==> src/dtc_pkg.sv <==
// Package for the epoch-milliseconds to calendar fields unit.
// Holds field widths, pipeline depths, stage payload types and the reciprocal constants
// used for the constant divisions. No dependencies.
package dtc_pkg;

    // Field widths
    localparam int TIME_W  = 48;
    localparam int DAY_W   = 22;
    localparam int YEAR_W  = 14;
    localparam int DOY_W   = 9;
    localparam int MONTH_W = 4;
    localparam int DOM_W   = 5;
    localparam int HOUR_W  = 5;
    localparam int MIN_W   = 6;
    localparam int SEC_W   = 6;
    localparam int MSEC_W  = 10;

    // Day divider: 86400000 = 84375 * 2^10, restoring division of time_ms >> 10 by 84375
    localparam int MS_SHIFT   = 10;
    localparam int DIVIDEND_W = TIME_W - MS_SHIFT;
    localparam int DIV_STEPS  = 4;
    localparam int DIV_STAGES = 6;
    localparam int QUO_W      = DIV_STEPS * DIV_STAGES;
    localparam int REM_W      = 17;
    localparam int REM_INIT_W = DIVIDEND_W - QUO_W;
    localparam logic [REM_W-1:0] DAY_DIV = 17'd84375;
    localparam int TOD_W      = REM_W + MS_SHIFT;

    // Pipeline layout
    localparam int DATE_STAGES  = 7;
    localparam int CLOCK_STAGES = 3;
    localparam int TOTAL_STAGES = DIV_STAGES + DATE_STAGES;
    localparam int CLOCK_START  = TOTAL_STAGES - CLOCK_STAGES;
    localparam int TOD_DELAY    = CLOCK_START - DIV_STAGES;

    // Time of day split
    localparam int SOD_SHIFT     = 3;
    localparam int SOD_IN_W      = TOD_W - SOD_SHIFT;
    localparam int SOD_W         = 17;
    localparam int SOD_K         = 31;
    localparam int SOD_RECIP_W   = 25;
    localparam int SOD_PROD_W    = SOD_IN_W + SOD_RECIP_W;
    localparam logic [SOD_RECIP_W-1:0] SOD_RECIP =
        SOD_RECIP_W'(((64'd1 << SOD_K) + 64'd124) / 64'd125);
    localparam int HOUR_K        = 29;
    localparam int HOUR_RECIP_W  = 18;
    localparam int HOUR_PROD_W   = SOD_W + HOUR_RECIP_W;
    localparam logic [HOUR_RECIP_W-1:0] HOUR_RECIP =
        HOUR_RECIP_W'(((64'd1 << HOUR_K) + 64'd3599) / 64'd3600);
    localparam int MOD_W         = 11;
    localparam int MOD_K         = 23;
    localparam int MOD_RECIP_W   = 18;
    localparam int MOD_PROD_W    = SOD_W + MOD_RECIP_W;
    localparam logic [MOD_RECIP_W-1:0] MOD_RECIP =
        MOD_RECIP_W'(((64'd1 << MOD_K) + 64'd59) / 64'd60);
    localparam logic [TOD_W-1:0] MS_PER_SEC  = TOD_W'(1000);
    localparam logic [SOD_W-1:0] SEC_PER_MIN = SOD_W'(60);
    localparam logic [MOD_W-1:0] MIN_PER_HR  = MOD_W'(60);

    // Civil date from day count, eras of 400 years starting 0000-03-01
    localparam int Z_W          = 23;
    localparam logic [Z_W-1:0] EPOCH_SHIFT = 23'd719468;
    localparam int ERA_W        = 6;
    localparam int ERA_K        = 41;
    localparam int ERA_RECIP_W  = 24;
    localparam int ERA_PROD_W   = Z_W + ERA_RECIP_W;
    localparam logic [ERA_RECIP_W-1:0] ERA_RECIP =
        ERA_RECIP_W'(((64'd1 << ERA_K) + 64'd146096) / 64'd146097);
    localparam logic [Z_W-1:0] ERA_DAYS = Z_W'(146097);
    localparam int DOE_W        = 18;
    localparam logic [DOE_W-1:0] ERA_LAST = DOE_W'(146096);
    localparam logic [DOE_W-1:0] CENT_DAYS = DOE_W'(36524);
    localparam int A_W          = 7;
    localparam int A_K          = 29;
    localparam int A_RECIP_W    = 19;
    localparam int A_PROD_W     = DOE_W + A_RECIP_W;
    localparam logic [A_RECIP_W-1:0] A_RECIP =
        A_RECIP_W'(((64'd1 << A_K) + 64'd1459) / 64'd1460);
    localparam int YOE_W        = 9;
    localparam int YEAR_K       = 27;
    localparam int YEAR_RECIP_W = 19;
    localparam int YEAR_PROD_W  = DOE_W + YEAR_RECIP_W;
    localparam logic [YEAR_RECIP_W-1:0] YEAR_RECIP =
        YEAR_RECIP_W'(((64'd1 << YEAR_K) + 64'd364) / 64'd365);
    localparam logic [DOE_W-1:0] YEAR_DAYS = DOE_W'(365);
    localparam int CENT_W       = 3;
    localparam int CENT_K       = 16;
    localparam int CENT_RECIP_W = 10;
    localparam int CENT_PROD_W  = YOE_W + CENT_RECIP_W;
    localparam logic [CENT_RECIP_W-1:0] CENT_RECIP =
        CENT_RECIP_W'(((64'd1 << CENT_K) + 64'd99) / 64'd100);
    localparam int MP_W         = 4;
    localparam int V_W          = 11;
    localparam int MP_K         = 19;
    localparam int MP_RECIP_W   = 12;
    localparam int MP_PROD_W    = V_W + MP_RECIP_W;
    localparam logic [MP_RECIP_W-1:0] MP_RECIP =
        MP_RECIP_W'(((64'd1 << MP_K) + 64'd152) / 64'd153);
    localparam logic [MP_W-1:0] MP_JAN = 4'd10;
    localparam logic [DOY_W-1:0] JAN_OFFSET = 9'd306;
    localparam logic [DOY_W-1:0] MAR_DOY    = 9'd59;
    localparam int Y_SUM_W = YEAR_W + 1;
    localparam logic [Y_SUM_W-1:0] ERA_YEARS = Y_SUM_W'(400);
    localparam logic [YOE_W-1:0] CENT_1 = 9'd100;
    localparam logic [YOE_W-1:0] CENT_2 = 9'd200;
    localparam logic [YOE_W-1:0] CENT_3 = 9'd300;

    typedef struct packed {
        logic [REM_W-1:0]    rem;
        logic [QUO_W-1:0]    num;
        logic [QUO_W-1:0]    quo;
        logic [MS_SHIFT-1:0] low;
    } div_t;

    typedef struct packed {
        logic [DAY_W-1:0]   day_number;
        logic [YEAR_W-1:0]  year;
        logic               leap_year;
        logic [DOY_W-1:0]   day_of_year;
        logic [MONTH_W-1:0] month;
        logic [DOM_W-1:0]   day_of_month;
    } date_fields_t;

    typedef struct packed {
        logic [HOUR_W-1:0] hour;
        logic [MIN_W-1:0]  minute;
        logic [SEC_W-1:0]  second;
        logic [MSEC_W-1:0] millisecond;
    } clock_fields_t;

endpackage

==> src/dtc_if.sv <==
// Valid/ready channel interfaces for the calendar fields unit.
// Depends on dtc_pkg for field widths.
interface dtc_stamp_if;
    import dtc_pkg::*;
    logic              valid;
    logic              ready;
    logic [TIME_W-1:0] time_ms;
    modport source (output valid, output time_ms, input ready);
    modport sink (input valid, input time_ms, output ready);
endinterface

interface dtc_fields_if;
    import dtc_pkg::*;
    logic               valid;
    logic               ready;
    logic [DAY_W-1:0]   day_number;
    logic [YEAR_W-1:0]  year;
    logic               leap_year;
    logic [DOY_W-1:0]   day_of_year;
    logic [MONTH_W-1:0] month;
    logic [DOM_W-1:0]   day_of_month;
    logic [HOUR_W-1:0]  hour;
    logic [MIN_W-1:0]   minute;
    logic [SEC_W-1:0]   second;
    logic [MSEC_W-1:0]  millisecond;
    modport source (output valid, output day_number, output year, output leap_year,
                    output day_of_year, output month, output day_of_month, output hour,
                    output minute, output second, output millisecond, input ready);
    modport sink (input valid, input day_number, input year, input leap_year,
                  input day_of_year, input month, input day_of_month, input hour,
                  input minute, input second, input millisecond, output ready);
endinterface

==> src/dtc_div_stage.sv <==
// One stage of the day divider: four restoring division steps by 84375.
// Depends on dtc_pkg.
module dtc_div_stage (
    input  logic          clk,
    input  logic          en,
    input  dtc_pkg::div_t d,
    output dtc_pkg::div_t q
);
    import dtc_pkg::*;

    div_t           q_reg;
    div_t           q_next;
    logic [REM_W:0] trial;

    always_comb
    begin
        q_next = d;
        trial  = '0;
        for (int i = 0; i < DIV_STEPS; i++)
        begin
            trial = {q_next.rem, q_next.num[QUO_W-1]};
            q_next.num = {q_next.num[QUO_W-2:0], 1'b0};
            if (trial >= {1'b0, DAY_DIV})
            begin
                q_next.rem = REM_W'(trial - {1'b0, DAY_DIV});
                q_next.quo = {q_next.quo[QUO_W-2:0], 1'b1};
            end
            else
            begin
                q_next.rem = trial[REM_W-1:0];
                q_next.quo = {q_next.quo[QUO_W-2:0], 1'b0};
            end
        end
    end

    always_ff @(posedge clk)
    begin
        if (en)
        begin
            q_reg <= q_next;
        end
    end

    assign q = q_reg;

endmodule

==> src/dtc_clock_split.sv <==
// Three-stage split of the millisecond of day into hour, minute, second, millisecond.
// Depends on dtc_pkg; divisions use exact reciprocal multiplies.
module dtc_clock_split (
    input  logic                                clk,
    input  logic [dtc_pkg::CLOCK_STAGES-1:0]    en,
    input  logic [dtc_pkg::TOD_W-1:0]           tod,
    output dtc_pkg::clock_fields_t              result
);
    import dtc_pkg::*;

    logic [SOD_PROD_W-1:0]  sod_prod;
    logic [SOD_W-1:0]       sod1_next;
    logic [SOD_W-1:0]       sod1_reg;
    logic [TOD_W-1:0]       tod1_reg;

    logic [HOUR_PROD_W-1:0] hour_prod;
    logic [MOD_PROD_W-1:0]  mod_prod;
    logic [MSEC_W-1:0]      ms2_next;
    logic [HOUR_W-1:0]      hour2_next;
    logic [MOD_W-1:0]       mod2_next;
    logic [MSEC_W-1:0]      ms2_reg;
    logic [HOUR_W-1:0]      hour2_reg;
    logic [MOD_W-1:0]       mod2_reg;
    logic [SOD_W-1:0]       sod2_reg;

    clock_fields_t          result_next;
    clock_fields_t          result_reg;

    always_comb
    begin
        sod_prod  = SOD_PROD_W'(tod[TOD_W-1:SOD_SHIFT]) * SOD_PROD_W'(SOD_RECIP);
        sod1_next = sod_prod[SOD_K +: SOD_W];
    end

    always_comb
    begin
        ms2_next   = MSEC_W'(tod1_reg - TOD_W'(sod1_reg) * MS_PER_SEC);
        hour_prod  = HOUR_PROD_W'(sod1_reg) * HOUR_PROD_W'(HOUR_RECIP);
        hour2_next = hour_prod[HOUR_K +: HOUR_W];
        mod_prod   = MOD_PROD_W'(sod1_reg) * MOD_PROD_W'(MOD_RECIP);
        mod2_next  = mod_prod[MOD_K +: MOD_W];
    end

    always_comb
    begin
        result_next.millisecond = ms2_reg;
        result_next.hour        = hour2_reg;
        result_next.second      = SEC_W'(sod2_reg - SOD_W'(mod2_reg) * SEC_PER_MIN);
        result_next.minute      = MIN_W'(mod2_reg - MOD_W'(hour2_reg) * MIN_PER_HR);
    end

    always_ff @(posedge clk)
    begin
        if (en[0])
        begin
            sod1_reg <= sod1_next;
            tod1_reg <= tod;
        end
        if (en[1])
        begin
            ms2_reg   <= ms2_next;
            hour2_reg <= hour2_next;
            mod2_reg  <= mod2_next;
            sod2_reg  <= sod1_reg;
        end
        if (en[2])
        begin
            result_reg <= result_next;
        end
    end

    assign result = result_reg;

endmodule

==> src/dtc_date_calc.sv <==
// Seven-stage civil date pipeline: day count to year, leap flag, day of year, month, date.
// Depends on dtc_pkg; works in 400-year eras counted from 0000-03-01.
module dtc_date_calc (
    input  logic                             clk,
    input  logic [dtc_pkg::DATE_STAGES-1:0]  en,
    input  logic [dtc_pkg::DAY_W-1:0]        days,
    output dtc_pkg::date_fields_t            result
);
    import dtc_pkg::*;

    function automatic logic [DOY_W-1:0] month_base(input logic [MP_W-1:0] mp);
        logic [DOY_W-1:0] base;
        unique case (mp)
            4'd0:    base = 9'd0;
            4'd1:    base = 9'd31;
            4'd2:    base = 9'd61;
            4'd3:    base = 9'd92;
            4'd4:    base = 9'd122;
            4'd5:    base = 9'd153;
            4'd6:    base = 9'd184;
            4'd7:    base = 9'd214;
            4'd8:    base = 9'd245;
            4'd9:    base = 9'd275;
            4'd10:   base = 9'd306;
            4'd11:   base = 9'd337;
            default: base = 9'd0;
        endcase
        return base;
    endfunction

    logic [DAY_W-1:0]       day_reg [DATE_STAGES-1];

    logic [Z_W-1:0]         z1_next;
    logic [ERA_PROD_W-1:0]  era_prod;
    logic [ERA_W-1:0]       era1_next;
    logic [Z_W-1:0]         z1_reg;
    logic [ERA_W-1:0]       era1_reg;

    logic [Z_W-1:0]         era_days;
    logic [DOE_W-1:0]       doe2_next;
    logic [DOE_W-1:0]       doe2_reg;
    logic [ERA_W-1:0]       era2_reg;

    logic [A_PROD_W-1:0]    a_prod;
    logic [A_W-1:0]         a_val;
    logic [2:0]             b_val;
    logic                   c_val;
    logic [DOE_W-1:0]       n3_next;
    logic [DOE_W-1:0]       n3_reg;
    logic [DOE_W-1:0]       doe3_reg;
    logic [ERA_W-1:0]       era3_reg;

    logic [YEAR_PROD_W-1:0] yoe_prod;
    logic [YOE_W-1:0]       yoe4_next;
    logic [YOE_W-1:0]       yoe4_reg;
    logic [DOE_W-1:0]       doe4_reg;
    logic [ERA_W-1:0]       era4_reg;

    logic [CENT_PROD_W-1:0] cent_prod;
    logic [CENT_W-1:0]      cent_val;
    logic [DOE_W-1:0]       year_base;
    logic [DOY_W-1:0]       doym5_next;
    logic [DOY_W-1:0]       doym5_reg;
    logic [YOE_W-1:0]       yoe5_reg;
    logic [ERA_W-1:0]       era5_reg;

    logic [V_W-1:0]         v_val;
    logic [MP_PROD_W-1:0]   mp_prod;
    logic [MP_W-1:0]        mp6_next;
    logic [MP_W-1:0]        mp6_reg;
    logic [DOY_W-1:0]       doym6_reg;
    logic [YOE_W-1:0]       yoe6_reg;
    logic [ERA_W-1:0]       era6_reg;

    logic                   jan_feb;
    logic [YOE_W-1:0]       y400;
    logic                   leap;
    logic [Y_SUM_W-1:0]     year_sum;
    date_fields_t           result_next;
    date_fields_t           result_reg;

    always_comb
    begin
        z1_next   = Z_W'(days) + EPOCH_SHIFT;
        era_prod  = ERA_PROD_W'(z1_next) * ERA_PROD_W'(ERA_RECIP);
        era1_next = era_prod[ERA_K +: ERA_W];
    end

    always_comb
    begin
        era_days  = Z_W'(era1_reg) * ERA_DAYS;
        doe2_next = DOE_W'(z1_reg - era_days);
    end

    always_comb
    begin
        a_prod  = A_PROD_W'(doe2_reg) * A_PROD_W'(A_RECIP);
        a_val   = a_prod[A_K +: A_W];
        b_val   = 3'(doe2_reg >= CENT_DAYS) + 3'(doe2_reg >= DOE_W'(2 * 36524))
                + 3'(doe2_reg >= DOE_W'(3 * 36524)) + 3'(doe2_reg >= ERA_LAST);
        c_val   = (doe2_reg == ERA_LAST);
        n3_next = doe2_reg - DOE_W'(a_val) + DOE_W'(b_val) - DOE_W'(c_val);
    end

    always_comb
    begin
        yoe_prod  = YEAR_PROD_W'(n3_reg) * YEAR_PROD_W'(YEAR_RECIP);
        yoe4_next = yoe_prod[YEAR_K +: YOE_W];
    end

    always_comb
    begin
        cent_prod  = CENT_PROD_W'(yoe4_reg) * CENT_PROD_W'(CENT_RECIP);
        cent_val   = cent_prod[CENT_K +: CENT_W];
        year_base  = DOE_W'(yoe4_reg) * YEAR_DAYS + DOE_W'(yoe4_reg >> 2) - DOE_W'(cent_val);
        doym5_next = DOY_W'(doe4_reg - year_base);
    end

    always_comb
    begin
        v_val    = V_W'({doym5_reg, 2'b00}) + V_W'(doym5_reg) + V_W'(2);
        mp_prod  = MP_PROD_W'(v_val) * MP_PROD_W'(MP_RECIP);
        mp6_next = mp_prod[MP_K +: MP_W];
    end

    always_comb
    begin
        jan_feb  = (mp6_reg >= MP_JAN);
        y400     = yoe6_reg + YOE_W'(jan_feb);
        leap     = (y400[1:0] == 2'b00) && !(y400 == CENT_1 || y400 == CENT_2 || y400 == CENT_3);
        year_sum = Y_SUM_W'(era6_reg) * ERA_YEARS + Y_SUM_W'(y400);
        result_next.day_number   = day_reg[DATE_STAGES-2];
        result_next.year         = year_sum[YEAR_W-1:0];
        result_next.leap_year    = leap;
        result_next.month        = jan_feb ? MONTH_W'(mp6_reg - MP_JAN) : MONTH_W'(mp6_reg + 4'd2);
        result_next.day_of_month = DOM_W'(doym6_reg - month_base(mp6_reg) + 9'd1);
        if (jan_feb)
        begin
            result_next.day_of_year = doym6_reg - JAN_OFFSET;
        end
        else
        begin
            result_next.day_of_year = doym6_reg + MAR_DOY + DOY_W'(leap);
        end
    end

    always_ff @(posedge clk)
    begin
        if (en[0])
        begin
            z1_reg     <= z1_next;
            era1_reg   <= era1_next;
            day_reg[0] <= days;
        end
        if (en[1])
        begin
            doe2_reg   <= doe2_next;
            era2_reg   <= era1_reg;
            day_reg[1] <= day_reg[0];
        end
        if (en[2])
        begin
            n3_reg     <= n3_next;
            doe3_reg   <= doe2_reg;
            era3_reg   <= era2_reg;
            day_reg[2] <= day_reg[1];
        end
        if (en[3])
        begin
            yoe4_reg   <= yoe4_next;
            doe4_reg   <= doe3_reg;
            era4_reg   <= era3_reg;
            day_reg[3] <= day_reg[2];
        end
        if (en[4])
        begin
            doym5_reg  <= doym5_next;
            yoe5_reg   <= yoe4_reg;
            era5_reg   <= era4_reg;
            day_reg[4] <= day_reg[3];
        end
        if (en[5])
        begin
            mp6_reg    <= mp6_next;
            doym6_reg  <= doym5_reg;
            yoe6_reg   <= yoe5_reg;
            era6_reg   <= era5_reg;
            day_reg[5] <= day_reg[4];
        end
        if (en[6])
        begin
            result_reg <= result_next;
        end
    end

    assign result = result_reg;

endmodule

==> src/epoch_ms_to_calendar_fields_unit.sv <==
// Top level of the epoch-milliseconds to UTC calendar fields unit.
// Depends on dtc_pkg, dtc_if, dtc_div_stage, dtc_date_calc and dtc_clock_split.
//
// Usage:
//   stamp  : input channel, one transaction carries time_ms, milliseconds since
//            1970-01-01T00:00:00Z. A transaction completes when valid and ready are high.
//   fields : output channel, one transaction per input transaction, in order, with
//            day_number, year, leap_year, day_of_year, month, day_of_month, hour,
//            minute, second and millisecond.
//   Fields pass through 13 register stages:
//   six stages of day division (four quotient bits each) feed seven stages of date
//   arithmetic, and the time-of-day split runs in the last three of them.
//   Throughput is one transaction per cycle while fields.ready is not held low.
//   Reset clears every stage valid bit; the unit comes out of reset empty and ready.
//   When fields.ready is low the last stage holds its result. Each stage advances
//   when it is empty or the stage after it advances, so bubbles close up and
//   stamp.ready drops only once all 13 stages are full.
module epoch_ms_to_calendar_fields_unit (
    input  logic          clk,
    input  logic          rst_n,
    dtc_stamp_if.sink     stamp,
    dtc_fields_if.source  fields
);
    import dtc_pkg::*;

    logic [TOTAL_STAGES-1:0] en;
    logic [TOTAL_STAGES-1:0] valid_reg;
    logic [TOTAL_STAGES-1:0] valid_next;
    logic [TOTAL_STAGES-1:0] valid_src;

    div_t                    div_pipe [DIV_STAGES+1];
    logic [TOD_W-1:0]        tod_src;
    logic [TOD_W-1:0]        tod_reg [TOD_DELAY];
    date_fields_t            date_out;
    clock_fields_t           clock_out;

    always_comb
    begin
        en[TOTAL_STAGES-1] = ~valid_reg[TOTAL_STAGES-1] | fields.ready;
        for (int i = TOTAL_STAGES - 2; i >= 0; i--)
        begin
            en[i] = ~valid_reg[i] | en[i+1];
        end
    end

    always_comb
    begin
        valid_src = {valid_reg[TOTAL_STAGES-2:0], stamp.valid};
        for (int i = 0; i < TOTAL_STAGES; i++)
        begin
            valid_next[i] = en[i] ? valid_src[i] : valid_reg[i];
        end
    end

    always_ff @(posedge clk or negedge rst_n)
    begin
        if (!rst_n)
        begin
            valid_reg <= '0;
        end
        else
        begin
            valid_reg <= valid_next;
        end
    end

    always_comb
    begin
        div_pipe[0].rem = REM_W'(stamp.time_ms[TIME_W-1 -: REM_INIT_W]);
        div_pipe[0].num = stamp.time_ms[MS_SHIFT +: QUO_W];
        div_pipe[0].quo = '0;
        div_pipe[0].low = stamp.time_ms[MS_SHIFT-1:0];
    end

    for (genvar g = 0; g < DIV_STAGES; g++)
    begin : g_div
        dtc_div_stage u_div_stage (
            .clk (clk),
            .en  (en[g]),
            .d   (div_pipe[g]),
            .q   (div_pipe[g+1])
        );
    end

    assign tod_src = {div_pipe[DIV_STAGES].rem, div_pipe[DIV_STAGES].low};

    always_ff @(posedge clk)
    begin
        if (en[DIV_STAGES])
        begin
            tod_reg[0] <= tod_src;
        end
        for (int k = 1; k < TOD_DELAY; k++)
        begin
            if (en[DIV_STAGES+k])
            begin
                tod_reg[k] <= tod_reg[k-1];
            end
        end
    end

    dtc_date_calc u_date_calc (
        .clk    (clk),
        .en     (en[DIV_STAGES +: DATE_STAGES]),
        .days   (div_pipe[DIV_STAGES].quo[DAY_W-1:0]),
        .result (date_out)
    );

    dtc_clock_split u_clock_split (
        .clk    (clk),
        .en     (en[CLOCK_START +: CLOCK_STAGES]),
        .tod    (tod_reg[TOD_DELAY-1]),
        .result (clock_out)
    );

    assign stamp.ready         = en[0];
    assign fields.valid        = valid_reg[TOTAL_STAGES-1];
    assign fields.day_number   = date_out.day_number;
    assign fields.year         = date_out.year;
    assign fields.leap_year    = date_out.leap_year;
    assign fields.day_of_year  = date_out.day_of_year;
    assign fields.month        = date_out.month;
    assign fields.day_of_month = date_out.day_of_month;
    assign fields.hour         = clock_out.hour;
    assign fields.minute       = clock_out.minute;
    assign fields.second       = clock_out.second;
    assign fields.millisecond  = clock_out.millisecond;

endmodule

==> src/flat_wrapper.sv <==
// flat-port wrapper written by rule: the top's interface ports become plain ports
module epoch_ms_to_calendar_fields_unit_flat import dtc_pkg::*;
  (clk, rst_n, stamp_valid, stamp_time_ms, stamp_ready, fields_valid, fields_day_number, fields_year, fields_leap_year, fields_day_of_year, fields_month, fields_day_of_month, fields_hour, fields_minute, fields_second, fields_millisecond, fields_ready);
  dtc_stamp_if stamp_i ();
  dtc_fields_if fields_i ();
  input  logic clk;
  input  logic rst_n;
  input wire logic [$bits(stamp_i.valid)-1:0] stamp_valid;
  input wire logic [$bits(stamp_i.time_ms)-1:0] stamp_time_ms;
  output wire logic [$bits(stamp_i.ready)-1:0] stamp_ready;
  output wire logic [$bits(fields_i.valid)-1:0] fields_valid;
  output wire logic [$bits(fields_i.day_number)-1:0] fields_day_number;
  output wire logic [$bits(fields_i.year)-1:0] fields_year;
  output wire logic [$bits(fields_i.leap_year)-1:0] fields_leap_year;
  output wire logic [$bits(fields_i.day_of_year)-1:0] fields_day_of_year;
  output wire logic [$bits(fields_i.month)-1:0] fields_month;
  output wire logic [$bits(fields_i.day_of_month)-1:0] fields_day_of_month;
  output wire logic [$bits(fields_i.hour)-1:0] fields_hour;
  output wire logic [$bits(fields_i.minute)-1:0] fields_minute;
  output wire logic [$bits(fields_i.second)-1:0] fields_second;
  output wire logic [$bits(fields_i.millisecond)-1:0] fields_millisecond;
  input wire logic [$bits(fields_i.ready)-1:0] fields_ready;
  assign stamp_i.valid = stamp_valid;
  assign stamp_i.time_ms = stamp_time_ms;
  assign stamp_ready = stamp_i.ready;
  assign fields_valid = fields_i.valid;
  assign fields_day_number = fields_i.day_number;
  assign fields_year = fields_i.year;
  assign fields_leap_year = fields_i.leap_year;
  assign fields_day_of_year = fields_i.day_of_year;
  assign fields_month = fields_i.month;
  assign fields_day_of_month = fields_i.day_of_month;
  assign fields_hour = fields_i.hour;
  assign fields_minute = fields_i.minute;
  assign fields_second = fields_i.second;
  assign fields_millisecond = fields_i.millisecond;
  assign fields_i.ready = fields_ready;
  epoch_ms_to_calendar_fields_unit u_core (.clk(clk), .rst_n(rst_n), .stamp(stamp_i), .fields(fields_i));
endmodule
==> config.mk <==
export PLATFORM = sky130hd
export DESIGN_NAME = epoch_ms_to_calendar_fields_unit_flat
export DESIGN_NICKNAME = d
export VERILOG_FILES = /design/src/dtc_pkg.sv /design/src/dtc_if.sv /design/src/dtc_div_stage.sv /design/src/dtc_clock_split.sv /design/src/dtc_date_calc.sv /design/src/epoch_ms_to_calendar_fields_unit.sv /design/src/flat_wrapper.sv
export SDC_FILE = /design/constraint.sdc
export NUM_CORES = 2
export LEC_CHECK = 0
export ABC_AREA = 1
export BUFFER_PORTS_ARGS = -buffer_cell sky130_fd_sc_hd__buf_2
export CAP_MARGIN = 0
export CORE_UTILIZATION = 60
export DETAILED_ROUTE_END_ITERATION = 7
export GPL_TIMING_DRIVEN = 0
export PLACE_DENSITY = 0.76
export SYNTH_ARGS = -nofsm -noshare
export SYNTH_HDL_FRONTEND = slang
export SYNTH_SLANG_ARGS = --single-unit
==> constraint.sdc <==
create_clock -name clk -period 29.1 [get_ports clk]
set_input_delay 2.91 -clock clk [delete_from_list [all_inputs] [get_ports clk]]
set_output_delay 2.91 -clock clk [all_outputs]
set_load 0.005 [all_outputs]
# Word-level counts from Yosys, hierarchy flattened
# Memory sizes are Yosys's and may differ from the RTL's. A register that Yosys moved wholly into a read port is not among the register bits.
# Index checks and enable logic that the tools add are counted.
# totals
regBits,583
latchBits,0
mem_bits_rw,240
mem_bits_ro,144
input_bits,52
out_inout_bits,84
word_cells,259
mem_count,3
# memory_table
name,depth,width,rd,rd_ports_with_merged_regs,write_ports,line,source
(no name shown),16,9,1,1,0,dtc_date_calc.sv:13,unique case (mp)
u_core.u_date_calc.day_reg,6,22,6,1,6,dtc_date_calc.sv:31,logic [DAY_W-1:0] day_reg [DATE_STAGES-1];
u_core.tod_reg,4,27,4,0,4,epoch_ms_to_calendar_fields_unit.sv:33,logic [TOD_W-1:0] tod_reg [TOD_DELAY];
# op_classes
n_addsub,49
mul,14
div_mod_pow,0
magnitude_cmp,29
eq_ne,4
n_shift,0
mux,61
bitwise,26
reduce_logical,5
# ops
op,count
18-bit by 17-bit >= comparator with 1-bit output (second input constant),25
17-bit two-way mux,24
17-bit subtractor (second input constant),23
17-bit by 18-bit multiplier with 34-bit output (second input constant),2
18-bit by 16-bit multiplier with 33-bit output (second input constant),2
23-bit by 24-bit multiplier with 47-bit output (second input constant),1
24-bit by 24-bit multiplier with 47-bit output (second input constant),1
1-bit two-way mux,34
22-bit by 20-bit adder with 23-bit output (second input constant),1
11-bit by 12-bit multiplier with 23-bit output (second input constant),1
18-bit by 3-bit adder with 18-bit output,1
9-bit by 1-bit adder with 9-bit output,2
18-bit equality test (second input constant),1
18-bit by 16-bit >= comparator with 1-bit output (second input constant),1
18-bit >= comparator (second input constant),1
6-bit by 18-bit multiplier with 18-bit output (second input constant),1
18-bit by 1-bit subtractor with 18-bit output,1
18-bit subtractor,1
18-bit by 7-bit subtractor with 18-bit output,1
15-bit by 17-bit >= comparator with 1-bit output (second input constant),1
17-bit by 7-bit multiplier with 7-bit output (second input constant),1
15-bit by 17-bit subtractor with 17-bit output (second input constant),1
9-bit by 6-bit multiplier with 15-bit output (second input constant),1
14-bit by 9-bit adder with 14-bit output,1
32 further kinds,59

# Logic depth before layout (Yosys ltp)
# depth
depth_word,14
ltp_mapped,48
depth_no_buf,48

# Hierarchy
# From an unflattened synthesis, not the netlist that was laid out.
# hier_totals
hier_cells,12059
area_unflattened_um2,103165.2
# modules_own_cells
mod,instances,cells_each,area_per_inst_um2,seq_area_each_um2
dtc_date_calc,1,4074,41641.2,10369.9
dtc_div_stage,6,907,6109.6,2132.0
dtc_clock_split,1,2380,21060.2,2432.3
epoch_ms_to_calendar_fields_unit,1,163,3806.2,3568.4

# Worst setup path after synthesis
# No wires, ideal clock.
# synth_timing
path_kind,input to output
startpoint,in fields_ready
endpoint,out stamp_ready
t_arrival_ns,19.767
required_time_ns,26.190
slack_ns,6.423
cell_stages,24
n_path_buf,0
path_cell_list,nor2_1 inv_1 nor2_1 clkinv_1 nor2_1 inv_1 nor2_1 inv_1 nor2_1 inv_1 nor2_1 inv_1 nor2_1 inv_1 nor2_1 inv_1 nor2_1 inv_1 nor2_1 inv_1 nor2_1 inv_1 nor2_1 nand2_1
# synth_via
elab_chain_cells,13
# synth_lines
item,line,source
from (decl),flat_wrapper.sv:22,input wire logic [$bits(fields_i.ready)-1:0] fields_ready;
1-bit OR,epoch_ms_to_calendar_fields_unit.sv:39,en[TOTAL_STAGES-1] = ~valid_reg[TOTAL_STAGES-1] | fields.ready;
net u_core.en[12],epoch_ms_to_calendar_fields_unit.sv:26,logic [TOTAL_STAGES-1:0] en;
1-bit OR (2 in a row),epoch_ms_to_calendar_fields_unit.sv:42,en[i] = ~valid_reg[i] | en[i+1];
net u_core.en[10],epoch_ms_to_calendar_fields_unit.sv:26,
1-bit OR,epoch_ms_to_calendar_fields_unit.sv:42,
net u_core.en[9],epoch_ms_to_calendar_fields_unit.sv:26,
1-bit OR,epoch_ms_to_calendar_fields_unit.sv:42,
net u_core.en[8],epoch_ms_to_calendar_fields_unit.sv:26,
[... 1 more ...],-,
net u_core.en[7],epoch_ms_to_calendar_fields_unit.sv:26,
[... 1 more ...],-,
net u_core.en[6],epoch_ms_to_calendar_fields_unit.sv:26,
[... 1 more ...],-,
net u_core.en[5],epoch_ms_to_calendar_fields_unit.sv:26,
1-bit OR,epoch_ms_to_calendar_fields_unit.sv:42,
net u_core.en[4],epoch_ms_to_calendar_fields_unit.sv:26,
1-bit OR,epoch_ms_to_calendar_fields_unit.sv:42,
net u_core.en[3],epoch_ms_to_calendar_fields_unit.sv:26,
1-bit OR,epoch_ms_to_calendar_fields_unit.sv:42,
net u_core.en[2],epoch_ms_to_calendar_fields_unit.sv:26,
1-bit OR (2 in a row),epoch_ms_to_calendar_fields_unit.sv:42,
to (decl),flat_wrapper.sv:10,output wire logic [$bits(stamp_i.ready)-1:0] stamp_ready;
# The timed path passes the listed nets, and every way through them passes these cells.

# Worst setup path in the final report
# Ends and elaborated chain as after synthesis.

==> results.cfg <==
[run_status]
status = finished, final reports clean

[timing]
skew_ns = 0.04364
final.period_utilization_pct = 47.37
max_clock_freq_mhz = 72.54
finalHoldViolCount = 0
final-setup-viol-count = 0
unrepaired_setup_endpoints_after_global_routing = false
maxSlewViolCount = 0
post-route-min-period_ns = 13.79
total_negative_slack_ns = 0
worst_slew_margin_rel_pct = 13.23
tightest_slew_ns = 1.269

[setup_path]
cp-end-kind = output port
worst-path-max-fanout = 86
register_to_register_setup_slack_ns = 18.96
start_kind = input port
timing.critical_path.arrival_ns = 10.88
cp_common_cell = nor2_1
critPathRequiredTime_ns = 26.19
setup.worst_path.class = in -> out
critical_path.slowest_cell = nand2_4
crit_path_max_incr_delay_ns = 0.65

[clock_tree]
cts_resized = 0
cts.root.buffer_cell = clkbuf_16
h-tree-depth = 3
hold_buffers = 0
cts.path.max_buffers = 3
cts_made_buffers = 91
clk-insertion-delay-late_ns = 0.70
clk_transition_reported_paths_ns = 0.06
cts.repair_timing.setup_buffer_count = 0
cts.sinks = 843
clock_tree_from_tritoncts = done

[floorplanning]
start_util_pct = 60.73
std_cell_rows = 141
number_of_ports_placed_on_the_die_boundary = 136
die-width_um = 389.7
dieHeight_um = 389.7
core-area_um2 = 148500
dieArea_um2 = 151900

[route]
totalWireLength_um = 203700
via_count_normalized_by_instance_count = 5.370
route.vias.total = 66200
postRouteAntennaNets = 0
avgRoutedWirePerCell_um = 16.52
first_drt_pass_iteration_count = 6
drt_iter0_drc = 4337
route.detailed.drc = 0

[grt]
global_route.usage.total_pct = 27.38
grt_max_degree = 87
first_global_vias = 67590
antenna_found_initial = 1
global_route.overflow_total = 0
wire_length_of_the_first_global_routing_pass_um = 336800

[final_layout]
design.final.nets = 12440
finish.utilization_pct = 65.12
final.fill_count = 12040
share_of_cells_above_drive_strength_1_pct = 7.564
antenna_cells = 0
flip_flop_count_of_the_largest_register_after_layout = 294
area_growth_pct = 7.224

[yosys]
avgSynthCellArea_um2 = 9.013
synth_area_leader_cell = edfxtp_1
synth_async_sr_flop_share_pct = 1.542
synth_enable_flop_cells = 825
warnings_synthesis = 0
synthesis.instances = 10010
number_of_flip_flops_and_latches_in_the_synthesized_netlist = 843
synth_sequential_area_ratio_pct = 27.93
yosys_most_used_dff = edfxtp_1
synth.net_count = 12200
post-synth-top-area-fraction_pct = 27.46
synth.area.top_cells = edfxtp_1 (27%), ha_1 (19%), fa_1 (18%)
yosys.cell_count.top_type = nand2_1
synth.cell_area_um2 = 90210
netlist-cell-type-count = 60
synth_top_cells_by_count = nand2_1 (2,188), inv_1 (1,917), ha_1 (1,348)

[hold_path]
type_of_the_tightest_min_delay_check = reg -> reg

[place]
place.port_buffers = 135
dp.final_hpwl_um = 166800
finalWeightedCongestion = 0.9671

[flow_run]
drv.max_cap_violation_count = 0
## path summary, 6_finish.rpt
| kind | startpoint | end | depth (start not counted) |
|---|---|---|---|
| max in group asynchronous | rst_n | u_core.valid_reg[1] | 1 |
| hold / removal | u_core.g_div[3].u_div_stage.q[19] | u_core.g_div[4].u_div_stage.q[23] | 0 |
| setup reg to reg | u_core.u_date_calc.doe2_reg[3] | u_core.u_date_calc.n3_reg[16] | 48 |
| setup / recovery | fields_ready | stamp_ready | 31 |
| hold reg to reg | u_core.g_div[3].u_div_stage.q[19] | u_core.g_div[4].u_div_stage.q[23] | 0 |
| min in group asynchronous | rst_n | u_core.valid_reg[2] | 1 |
## logic make-up (layout without fill, tap and decap cells)
group / count (synthesis) / after routing / synth area share (%)
buf+inv: 2088 / 2404 / 9.086
xor+xnor: 370 / 370 / 3.592
compound gates: 666 / 666 / 4.237
simple gates: 3901 / 3901 / 18.85
fa+ha+maj: 2141 / 2141 / 36.30
flops: 843 / 843 / 27.93
## worst max-delay path, delay by kind of cell
kind          cells  cell delay [ns]
buf+inv          18             5.62
simple gates     13             2.12
## layer usage
layer / up-vias / wire length (um) / track usage (%)
met5: - / 0 / 0
met4: 0 / 5102 / 7.215
met3: 321 / 8730 / 2.890
met2: 1542 / 101200 / 48.52
met1: 31750 / 88590 / 35.61
li1: 32580 / - / -
## stage by stage
step           hold slack (ns)  instances  setup slack [ns]  area, um^2
6_report                0.3984      12330             15.31       96730
5_1_grt                 0.4168      12330             14.47       96730
4_1_cts                 0.3977      12330             15.00       96730
3_5_place_dp            0.4045      12160             15.07       93680
3_3_place_gp            0.4007      12150            -2.909       93390
2_1_floorplan           0.4003      10010             6.423       90210
## cell usage in the layout, fill, tap and decap left out, types with 144 or more instances in the layout
cell type / synthesis / routed
nand2_1: 2188 / 2187
o21ai_0: 144 / 144
ha_1: 1348 / 1348
a21oi_1: 335 / 335
nor2_1: 682 / 682
nand3_1: 514 / 514
buf_2: 26 / 161
fa_1: 793 / 793
edfxtp_1: 825 / 825
xor2_1: 276 / 276
nand4_1: 176 / 176
inv_1: 1917 / 1906
## layout make-up
cell class	count	area, um^2	share of cell area, %
Multi-Input combinational cell	7078	56820	58.74
Sequential cell	843	25200	26.05
Inverter	2013	7576	7.833
Tap cell	2002	2505	2.590
Clock buffer	116	2434	2.516
Timing Repair Buffer	146	940.9	0.9728
Buffer	75	640.6	0.6623
Clock inverter	54	609.3	0.6300
Power is not shown: default switching activity piles up to over one toggle a cycle in this logic, so the estimate is an artifact.
